--- src/kcsg_pkg.sv ---
// Shared types, constants and helpers for the Koch curve segment generator.
package kcsg_pkg;

  localparam int COORD_W   = 16;
  localparam int DEPTH_W   = 2;
  localparam int KCSG_MAX_DEPTH = 3;
  localparam logic [DEPTH_W-1:0] TREE_DEPTH_RST = 2'd3;

  // datapath widths for 16-bit coordinates
  localparam int SUM_W  = COORD_W + 2;       // 2a+b
  localparam int MAG_W  = COORD_W + 1;       // |2a+b|+1
  localparam int RCP_W  = 16;
  localparam int RCP_SH = 17;
  localparam logic [RCP_W-1:0] RECIP3 = 16'd43691;  // ceil(2^17/3)
  localparam int DIF_W  = COORD_W + 1;
  localparam int SQ_W   = 16;
  localparam logic signed [SQ_W-1:0] SQRT3_Q14 = 16'sd28378;
  localparam int PRD_W  = DIF_W + SQ_W;
  localparam int RND_SH = 14;
  localparam int SAT_W  = COORD_W + 4;

  // pipeline cycle on which the apex is complete
  localparam int CALC_LAST = 6;
  localparam int CNT_W = $clog2(CALC_LAST + 1);

  typedef logic signed [COORD_W-1:0] coord_t;
  typedef logic [DEPTH_W-1:0] depth_t;

  typedef struct packed {
    coord_t x;
    coord_t y;
  } pt_t;

  typedef struct packed {
    coord_t ax;
    coord_t ay;
    coord_t bx;
    coord_t by;
  } seg_t;

  typedef enum logic [1:0] {
    ST_IDLE,
    ST_CALC,
    ST_WALK
  } kcsg_state_t;

  typedef struct packed {
    depth_t depth;
    logic   load_top;
    logic   emit_top;
    logic   store_pts;
    logic   push;
    logic   emit;
  } kcsg_cmd_t;

  typedef struct packed {
    logic is_leaf;
    logic last;
    logic out_free;
  } kcsg_stat_t;

  function automatic coord_t sat_coord(input logic signed [SAT_W-1:0] v);
    logic signed [SAT_W-1:0] hi;
    logic signed [SAT_W-1:0] lo;
    hi = SAT_W'({1'b0, {(COORD_W-1){1'b1}}});
    lo = -hi - SAT_W'(1);
    if (v > hi) begin
      sat_coord = hi[COORD_W-1:0];
    end else if (v < lo) begin
      sat_coord = lo[COORD_W-1:0];
    end else begin
      sat_coord = v[COORD_W-1:0];
    end
  endfunction

endpackage

--- src/kcsg_datapath.sv ---
// Segment stack, subdivision arithmetic pipeline and output register.
module kcsg_datapath #(
  parameter int MAX_DEPTH = kcsg_pkg::KCSG_MAX_DEPTH
) (
  input  logic               clk,
  input  logic               rst,
  input  kcsg_pkg::kcsg_cmd_t  cmd,
  output kcsg_pkg::kcsg_stat_t stat,
  input  kcsg_pkg::coord_t   start_x,
  input  kcsg_pkg::coord_t   start_y,
  input  kcsg_pkg::coord_t   end_x,
  input  kcsg_pkg::coord_t   end_y,
  output logic               out_valid,
  input  logic               out_stall,
  output kcsg_pkg::coord_t   leaf_ax,
  output kcsg_pkg::coord_t   leaf_ay,
  output kcsg_pkg::coord_t   leaf_bx,
  output kcsg_pkg::coord_t   leaf_by,
  output logic               last_leaf
);
  import kcsg_pkg::*;

  localparam int LVL_W = (MAX_DEPTH > 1) ? $clog2(MAX_DEPTH) : 1;

  seg_t             seg_stk   [MAX_DEPTH];
  pt_t              d_stk     [MAX_DEPTH];
  pt_t              e_stk     [MAX_DEPTH];
  pt_t              f_stk     [MAX_DEPTH];
  logic [1:0]       child_stk [MAX_DEPTH];
  logic [LVL_W-1:0] level;
  logic [LVL_W-1:0] nxt;

  seg_t       cur;
  pt_t        cur_d;
  pt_t        cur_e;
  pt_t        cur_f;
  logic [1:0] cur_c;
  seg_t       child_seg;
  seg_t       in_seg;

  logic             found;
  logic [LVL_W-1:0] tgt;

  // arithmetic pipeline, free running on the current level's segment
  logic signed [SUM_W-1:0] sum  [4];
  logic [SUM_W-1:0]        sabs [4];
  logic [MAG_W-1:0]        m0   [4];
  logic                    neg0 [4];
  logic [MAG_W+RCP_W-1:0]  prod [4];
  logic [COORD_W-1:0]      q1   [4];
  logic                    neg1 [4];
  logic signed [SAT_W-1:0] qv   [4];
  coord_t                  de2  [4];
  logic signed [DIF_W-1:0] diff_y;
  logic signed [DIF_W-1:0] diff_x;
  logic signed [PRD_W-1:0] p3_x;
  logic signed [PRD_W-1:0] p3_y;
  logic signed [SAT_W-1:0] px4;
  logic signed [SAT_W-1:0] py4;
  logic signed [SAT_W-1:0] t5_x;
  logic signed [SAT_W-1:0] t5_y;
  pt_t                     f_new;

  assign in_seg = '{ax: start_x, ay: start_y, bx: end_x, by: end_y};
  assign cur    = seg_stk[level];
  assign cur_d  = d_stk[level];
  assign cur_e  = e_stk[level];
  assign cur_f  = f_stk[level];
  assign cur_c  = child_stk[level];
  assign nxt    = level + LVL_W'(1);

  always_comb begin
    case (cur_c)
      2'd0: child_seg = '{ax: cur.ax, ay: cur.ay, bx: cur_d.x, by: cur_d.y};
      2'd1: child_seg = '{ax: cur_d.x, ay: cur_d.y, bx: cur_f.x, by: cur_f.y};
      2'd2: child_seg = '{ax: cur_f.x, ay: cur_f.y, bx: cur_e.x, by: cur_e.y};
      default: child_seg = '{ax: cur_e.x, ay: cur_e.y, bx: cur.bx, by: cur.by};
    endcase
  end

  // deepest level at or above the current one that still has a child to go
  always_comb begin
    found = 1'b0;
    tgt   = '0;
    for (int j = 0; j < MAX_DEPTH; j++) begin
      if (LVL_W'(j) <= level && child_stk[j] != 2'd3) begin
        found = 1'b1;
        tgt   = LVL_W'(j);
      end
    end
  end

  assign stat.is_leaf  = (3'(level) + 3'd1) >= 3'(cmd.depth);
  assign stat.last     = !found;
  assign stat.out_free = !out_valid || !out_stall;

  // one-third points: dx, dy, ex, ey
  always_comb begin
    sum[0] = SUM_W'(cur.ax) + SUM_W'(cur.ax) + SUM_W'(cur.bx);
    sum[1] = SUM_W'(cur.ay) + SUM_W'(cur.ay) + SUM_W'(cur.by);
    sum[2] = SUM_W'(cur.bx) + SUM_W'(cur.bx) + SUM_W'(cur.ax);
    sum[3] = SUM_W'(cur.by) + SUM_W'(cur.by) + SUM_W'(cur.ay);
    for (int i = 0; i < 4; i++) begin
      sabs[i] = sum[i][SUM_W-1] ? SUM_W'(-sum[i]) : SUM_W'(sum[i]);
      prod[i] = m0[i] * RECIP3;
      qv[i]   = SAT_W'({1'b0, q1[i]});
      if (neg1[i]) begin
        qv[i] = -qv[i];
      end
    end
  end

  assign diff_y = DIF_W'(de2[3]) - DIF_W'(de2[1]);
  assign diff_x = DIF_W'(de2[0]) - DIF_W'(de2[2]);

  function automatic logic signed [SAT_W-1:0] round_q14(input logic signed [PRD_W-1:0] p);
    logic [PRD_W-1:0] mag;
    logic [PRD_W-1:0] r;
    mag = p[PRD_W-1] ? PRD_W'(-p) : PRD_W'(p);
    r   = (mag + PRD_W'(1 << (RND_SH - 1))) >> RND_SH;
    round_q14 = p[PRD_W-1] ? -SAT_W'(r) : SAT_W'(r);
  endfunction

  // halve with ties away from zero, then clamp
  function automatic coord_t half_sat(input logic signed [SAT_W-1:0] t);
    logic [SAT_W-1:0]        mag;
    logic [SAT_W-1:0]        h;
    logic signed [SAT_W-1:0] v;
    mag = t[SAT_W-1] ? SAT_W'(-t) : SAT_W'(t);
    h   = (mag + SAT_W'(1)) >> 1;
    v   = t[SAT_W-1] ? -SAT_W'(h) : SAT_W'(h);
    half_sat = sat_coord(v);
  endfunction

  assign f_new = '{x: half_sat(t5_x), y: half_sat(t5_y)};

  always_ff @(posedge clk) begin
    for (int i = 0; i < 4; i++) begin
      neg0[i] <= sum[i][SUM_W-1];
      m0[i]   <= MAG_W'(sabs[i] + SUM_W'(1));
      neg1[i] <= neg0[i];
      q1[i]   <= prod[i][RCP_SH +: COORD_W];
      de2[i]  <= sat_coord(qv[i]);
    end
    p3_x <= diff_y * SQRT3_Q14;
    p3_y <= diff_x * SQRT3_Q14;
    px4  <= round_q14(p3_x);
    py4  <= round_q14(p3_y);
    t5_x <= SAT_W'(de2[2]) + SAT_W'(de2[0]) + px4;
    t5_y <= SAT_W'(de2[1]) + SAT_W'(de2[3]) + py4;
  end

  // stack payload
  always_ff @(posedge clk) begin
    if (cmd.load_top) begin
      seg_stk[0] <= in_seg;
    end
    for (int j = 0; j < MAX_DEPTH; j++) begin
      if (cmd.push && LVL_W'(j) == nxt) begin
        seg_stk[j] <= child_seg;
      end
      if (cmd.store_pts && LVL_W'(j) == level) begin
        d_stk[j] <= '{x: de2[0], y: de2[1]};
        e_stk[j] <= '{x: de2[2], y: de2[3]};
        f_stk[j] <= f_new;
      end
    end
  end

  // stack control
  always_ff @(posedge clk) begin
    if (rst) begin
      level <= '0;
      for (int j = 0; j < MAX_DEPTH; j++) begin
        child_stk[j] <= 2'd0;
      end
    end else if (cmd.load_top) begin
      level        <= '0;
      child_stk[0] <= 2'd0;
    end else if (cmd.push) begin
      level <= nxt;
      for (int j = 0; j < MAX_DEPTH; j++) begin
        if (LVL_W'(j) == nxt) begin
          child_stk[j] <= 2'd0;
        end
      end
    end else if (cmd.emit) begin
      level <= found ? tgt : '0;
      for (int j = 0; j < MAX_DEPTH; j++) begin
        if (LVL_W'(j) <= level) begin
          if (found && LVL_W'(j) == tgt) begin
            child_stk[j] <= child_stk[j] + 2'd1;
          end else if (!found || LVL_W'(j) > tgt) begin
            child_stk[j] <= 2'd0;
          end
        end
      end
    end
  end

  // output register
  always_ff @(posedge clk) begin
    if (rst) begin
      out_valid <= 1'b0;
    end else if (cmd.emit || cmd.emit_top) begin
      out_valid <= 1'b1;
    end else if (!out_stall) begin
      out_valid <= 1'b0;
    end
  end

  always_ff @(posedge clk) begin
    if (cmd.emit_top) begin
      leaf_ax   <= start_x;
      leaf_ay   <= start_y;
      leaf_bx   <= end_x;
      leaf_by   <= end_y;
      last_leaf <= 1'b1;
    end else if (cmd.emit) begin
      leaf_ax   <= child_seg.ax;
      leaf_ay   <= child_seg.ay;
      leaf_bx   <= child_seg.bx;
      leaf_by   <= child_seg.by;
      last_leaf <= !found;
    end
  end

endmodule

--- src/kcsg_ctrl.sv ---
// Sequencer for the subdivision walk and the depth register.
module kcsg_ctrl #(
  parameter int MAX_DEPTH = kcsg_pkg::KCSG_MAX_DEPTH
) (
  input  logic                 clk,
  input  logic                 rst,
  input  logic                 in_valid,
  output logic                 in_stall,
  input  logic                 cfg_wr_en,
  input  kcsg_pkg::depth_t     cfg_wr_data,
  output kcsg_pkg::kcsg_cmd_t  cmd,
  input  kcsg_pkg::kcsg_stat_t stat
);
  import kcsg_pkg::*;

  kcsg_state_t      state;
  kcsg_state_t      state_next;
  logic [CNT_W-1:0] cnt;
  logic [CNT_W-1:0] cnt_next;
  depth_t           tree_depth;
  depth_t           eff_depth;
  logic             in_take;

  assign eff_depth = (tree_depth > DEPTH_W'(MAX_DEPTH)) ? DEPTH_W'(MAX_DEPTH) : tree_depth;

  always_ff @(posedge clk) begin
    if (rst) begin
      tree_depth <= TREE_DEPTH_RST;
    end else if (cfg_wr_en) begin
      tree_depth <= cfg_wr_data;
    end
  end

  always_ff @(posedge clk) begin
    if (rst) begin
      state <= ST_IDLE;
      cnt   <= '0;
    end else begin
      state <= state_next;
      cnt   <= cnt_next;
    end
  end

  assign in_take = in_valid && !in_stall;

  always_comb begin
    state_next = state;
    cnt_next   = cnt;
    cmd        = '0;
    cmd.depth  = eff_depth;
    in_stall   = 1'b1;
    case (state)
      ST_IDLE: begin
        // depth zero passes the beat straight to the output register
        in_stall = !(eff_depth != '0 || stat.out_free);
        if (in_take) begin
          if (eff_depth == '0) begin
            cmd.emit_top = 1'b1;
          end else begin
            cmd.load_top = 1'b1;
            cnt_next     = '0;
            state_next   = ST_CALC;
          end
        end
      end
      ST_CALC: begin
        if (cnt == CNT_W'(CALC_LAST)) begin
          cmd.store_pts = 1'b1;
          state_next    = ST_WALK;
        end else begin
          cnt_next = cnt + CNT_W'(1);
        end
      end
      ST_WALK: begin
        if (stat.is_leaf) begin
          if (stat.out_free) begin
            cmd.emit = 1'b1;
            if (stat.last) begin
              state_next = ST_IDLE;
            end
          end
        end else begin
          cmd.push   = 1'b1;
          cnt_next   = '0;
          state_next = ST_CALC;
        end
      end
      default: begin
        state_next = ST_IDLE;
      end
    endcase
  end

`ifndef SYNTH
  a_calc_runs: assert property (@(posedge clk) disable iff (rst)
    (state == ST_CALC && cnt != CNT_W'(CALC_LAST)) |=>
      (state == ST_CALC && cnt == $past(cnt) + CNT_W'(1)))
    else $error("pipeline wait cut short");

  a_emit_free: assert property (@(posedge clk) disable iff (rst)
    (cmd.emit || cmd.emit_top) |-> stat.out_free)
    else $error("output register overwritten");

  a_push_inner: assert property (@(posedge clk) disable iff (rst)
    cmd.push |-> !stat.is_leaf)
    else $error("push past the leaf level");

  a_last_idle: assert property (@(posedge clk) disable iff (rst)
    (cmd.emit && stat.last) |=> state == ST_IDLE)
    else $error("walk continued after final leaf");
`endif

endmodule

--- src/koch_curve_segment_generator_core.sv ---
// Top level of the Koch curve segment generator.
// One input beat is a segment A-B; the block returns the 4^d leaf segments of
// its Koch curve in drawing order, d = tree_depth capped at MAX_DEPTH, with
// last_leaf set on the final one. Depth zero returns the segment itself
// through the output register. Otherwise every interior segment of the tree
// runs once through a pipeline (divide by three, sqrt(3) multiply, rounding)
// that fills in its one-third points and apex. The walk then pushes to the
// deeper level or, at the leaf level, emits each leaf into the output
// register once that register is free. The next segment is taken once the
// final leaf is in the output register.
module koch_curve_segment_generator_core #(
  parameter int MAX_DEPTH = kcsg_pkg::KCSG_MAX_DEPTH
) (
  input  logic             clk,
  input  logic             rst,
  input  logic             cfg_wr_en,
  input  kcsg_pkg::depth_t cfg_wr_data,
  input  logic             in_valid,
  output logic             in_stall,
  input  kcsg_pkg::coord_t start_x,
  input  kcsg_pkg::coord_t start_y,
  input  kcsg_pkg::coord_t end_x,
  input  kcsg_pkg::coord_t end_y,
  output logic             out_valid,
  input  logic             out_stall,
  output kcsg_pkg::coord_t leaf_ax,
  output kcsg_pkg::coord_t leaf_ay,
  output kcsg_pkg::coord_t leaf_bx,
  output kcsg_pkg::coord_t leaf_by,
  output logic             last_leaf
);
  import kcsg_pkg::*;

  kcsg_cmd_t  cmd;
  kcsg_stat_t stat;

  kcsg_ctrl #(
    .MAX_DEPTH (MAX_DEPTH)
  ) u_ctrl (
    .clk         (clk),
    .rst         (rst),
    .in_valid    (in_valid),
    .in_stall    (in_stall),
    .cfg_wr_en   (cfg_wr_en),
    .cfg_wr_data (cfg_wr_data),
    .cmd         (cmd),
    .stat        (stat)
  );

  kcsg_datapath #(
    .MAX_DEPTH (MAX_DEPTH)
  ) u_datapath (
    .clk       (clk),
    .rst       (rst),
    .cmd       (cmd),
    .stat      (stat),
    .start_x   (start_x),
    .start_y   (start_y),
    .end_x     (end_x),
    .end_y     (end_y),
    .out_valid (out_valid),
    .out_stall (out_stall),
    .leaf_ax   (leaf_ax),
    .leaf_ay   (leaf_ay),
    .leaf_bx   (leaf_bx),
    .leaf_by   (leaf_by),
    .last_leaf (last_leaf)
  );

endmodule
--- config.mk ---
export PLATFORM = sky130hd
export DESIGN_NAME = koch_curve_segment_generator_core
export DESIGN_NICKNAME = d
export VERILOG_FILES = /design/src/kcsg_pkg.sv /design/src/kcsg_datapath.sv /design/src/kcsg_ctrl.sv /design/src/koch_curve_segment_generator_core.sv
export SDC_FILE = /design/constraint.sdc
export NUM_CORES = 2
export LEC_CHECK = 0
export ABC_CLOCK_PERIOD_IN_PS = 13100
export BUFFER_PORTS_ARGS = -buffer_cell sky130_fd_sc_hd__buf_2
export CORE_ASPECT_RATIO = 1.25
export CORE_MARGIN = 1
export CORE_UTILIZATION = 30
export CTS_CLUSTER_DIAMETER = 60
export DETAILED_ROUTE_END_ITERATION = 8
export PLACE_DENSITY = 0.5
export SYNTH_ARGS = -nofsm -noshare
export SYNTH_HDL_FRONTEND = slang
export SYNTH_HIERARCHICAL = 1
export SYNTH_SLANG_ARGS = --single-unit
--- constraint.sdc ---
create_clock -name clk -period 13.1 [get_ports clk]
set_input_delay 1.965 -clock clk [delete_from_list [all_inputs] [get_ports clk]]
set_output_delay 1.965 -clock clk [all_outputs]
set_load 0.005 [all_outputs]
==> metrics.md <==
| Metric | Value |
|---|---|
| Status | completed |
| Fillers | 26500 |
| CTS Hold Buffers Added | 0 |
| Gr usage total | between 10% and 20% |
| Drt first pass iters | 7 |
| Initial detailed-routing violation count | ~3200 |
| Cell mode on critical path | inv_1 |
| Layout cells sized above 1 | roughly 8.4% |
| Die height | approximately 580 um |
| Synth cell types | 120 |
| Total of max-cap violations | 0 |
| Slew margin rel. | approximately a quarter |
| Multi-input gate area | around 0.05 mm2 |
| Die Area | between 0.2 and 0.3 mm2 |
| Post-CTS Resized | 0 |
| Required @ worst endpoint | 13760 ps |
| Clk pin slew, worst setup/hold paths | about 60 ps |
| Final period util | about two thirds |
| Routed wire per std cell | 17.6 um |
| YS warnings | 6 |
| Global route overflow | 0 |
| Vias in the first global route | about 57000 |
| Antenna violation net count after detailed routing | 0 |
| Number of synthesized flops with an enable pin | around 550 |
| Crit-path max cell delay | 530 ps |
| Setup TNS | 0 ps |
| Post-Syn Area | 0.0790 mm2 |
| Crit path capture type | flop |
| # DRC | 0 |
| Die width | 461 um |
| DR vias/cell | between 4 and 5 |
| Post-Syn Nets | 9381 |
| Yosys reg bits | 911 |
| CORE AREA | ~0.26 mm2 |
| Final Hold Viols | 0 |
| Actual slew at the worst max-slew pin | 1120 ps |
| Nets | 9462 |
| Crit path buf inv count | 8 |
| Starting density of the core | 30.2% |
| Clk_lat worst skew | about 730 ps |
| Total CTS buffers | 97 |
| CP Max Fanout | 16 |
| Ys flop type | edfxtp_1 |
| Most common cell after layout, fill and taps aside | inv_1 |
| Core Util, Final | between 30% and 40% |
| H-tree levels | 3 |
| CP delay by family, top | adder cells |
| Fmax | approximately 110 MHz |
| Final Critical Period | between 8000 and 9000 ps |
| Most frequent cells in the layout | inv_1 (1220), ha_1 (900), fa_1 (649), edfxtp_1 (548), nand2_1 (455) |
| Arrival @ worst endpoint | around 9400 ps |
| Largest net degree at the start of global routing | 79 |
| Synthesized area per cell | a little over 10 um2 |
| Layout area overhead | 10.4% |
| Port-buffer cells | roughly 140 |
| Setup CP Type | flop to flop |
| Longest Clk Path Bufs | 3 |
| CTS tree | yes |
| Sequential fraction of the synthesis area | a little under a third |
| First-pass GRT wire length | around 320000 um |
| Detailed placer's ending HPWL | ~160000 um |
| Slowest-stage cell, CP | o41ai_1 |
| Critical path startpoint category | flop |
| Total Wirelength | 201000 um |
| # clock sinks | about 910 |
| Storage element area | 0.0237 mm2 |
| Cells after Synth | 7761 |
| Row count | 210 |
| Unrepaired setup endpoints after global routing | no |
| DR vias | 55000 |
| # Post-CTS Setup Buffers | 0 |
| Final setup violation count | 0 |
| Max-slew violations | 0 |
| Async set-reset flop share out of synthesis | 0% |
| Root buf cell | clkbuf_16 |
| Initial antenna violation count | 2 |
| I/O pin cnt | roughly 140 |
| Placer Congestion | 0.858 |
| Post-route clock skew | around 28 ps |
| Hold WC Path Type | flop to flop |
==> final cells by class <==
type	count	area share, %
diodes	3	0.00860
clock buffers	114	2.98
clock inverters	67	1.04
inverters	1230	5.29
multi-input cells	5407	57.2
flip-flops and latches	911	27.2
well taps	3498	5.02
repair buffers	195	1.28
==> per-layer routing <==
layer / global-route usage, % / wire length (um) / up-vias
li1: - / - / 26900
met5: 0 / 0 / -
met4: 3.92 / 4710 / 0
met1: 19.9 / 91100 / 27000
met2: 26.7 / 99400 / 952
met3: 1.27 / 6010 / 200
==> cell usage after synthesis (17+ instances only) <==
cell type | n | area [um2]
or4_1 | 30 | 225
buf_1 | 27 | 101
o21bai_1 | 38 | 285
or2_2 | 39 | 244
edfxtp_1 | 548 | 16500
nor3_1 | 123 | 616
clkbuf_1 | 164 | 616
o21a_1 | 52 | 390
xnor2_1 | 362 | 3170
mux2i_1 | 154 | 1540
a211oi_1 | 55 | 413
mux2_2 | 134 | 1510
o21ai_1 | 18 | 90.1
a31oi_1 | 53 | 332
nor4_1 | 41 | 257
nand4_1 | 46 | 288
a211o_1 | 19 | 166
nor2_1 | 388 | 1460
a21oi_1 | 300 | 1500
nor3b_1 | 22 | 165
dfxtp_1 | 363 | 7270
o41ai_1 | 17 | 149
mux4_2 | 32 | 721
nand2_1 | 457 | 1720
and2_1 | 47 | 294
a21o_1 | 74 | 556
inv_1 | 1221 | 4580
a21boi_0 | 25 | 188
o311ai_0 | 23 | 201
nor2b_1 | 63 | 394
o211ai_1 | 31 | 233
fa_1 | 649 | 13000
o31ai_1 | 56 | 420
o21ai_0 | 412 | 2060
nand3_1 | 92 | 460
xor2_1 | 184 | 1610
ha_1 | 900 | 11300
or3_1 | 71 | 444
and3_1 | 51 | 319
nand2b_1 | 49 | 307
o22ai_1 | 21 | 131
==> path summary, 6_finish.rpt <==
path         cells after the start                  end  slack (ps)                  from
max                             36  u_datapath/p3_x[32]        4330  u_datapath/de2[3][0]
min                              0   u_datapath/neg1[1]         330    u_datapath/neg0[1]
max reg2reg                     36  u_datapath/p3_x[32]        4330  u_datapath/de2[3][0]
min reg2reg                      0   u_datapath/neg1[1]         330    u_datapath/neg0[1]
==> stage by stage <==
stage	cell area, um2	hold slack, ps	worst slack [ps]	cells
floorplan	79000	310	4530	7761
global route	87200	332	3520	11400
finish	87300	329	4330	11400
CTS	87200	329	4350	11400
global placement	83700	316	4360	11200
detailed placement	83700	312	4360	11200
==> state kept, by name, indices dropped and copies added (netlist names), 6 cells and up, named ones only <==
name and cells:
u_datapath/seg_stk 192, u_datapath/d_stk 96, u_datapath/e_stk 96, u_datapath/f_stk 96
u_datapath/m0 68, u_datapath/de2 64, u_datapath/q1 64, u_datapath/p3_x 32
u_datapath/p3_y 32, u_datapath/px4 20, u_datapath/py4 20, u_datapath/t5_x 20
u_datapath/t5_y 20, u_datapath/leaf_ax 16, u_datapath/leaf_ay 16, u_datapath/leaf_bx 16
u_datapath/leaf_by 16, u_datapath/child_stk 6
==> logic make-up (layout without fill, tap and decap cells) <==
group	after synthesis	after routing	synth area share, %
mux	320	320	4.77
xor+xnor	551	551	6.16
fa+ha+maj	1550	1550	30.7
other cells	0	3	0
buf+inv	1443	1606	6.93
flops	911	911	30.0
compound gates	1392	1392	11.4
simple gates	1594	1594	9.98
Power is not shown: default switching activity piles up to over one toggle a cycle in this logic, so the estimate is an artifact.
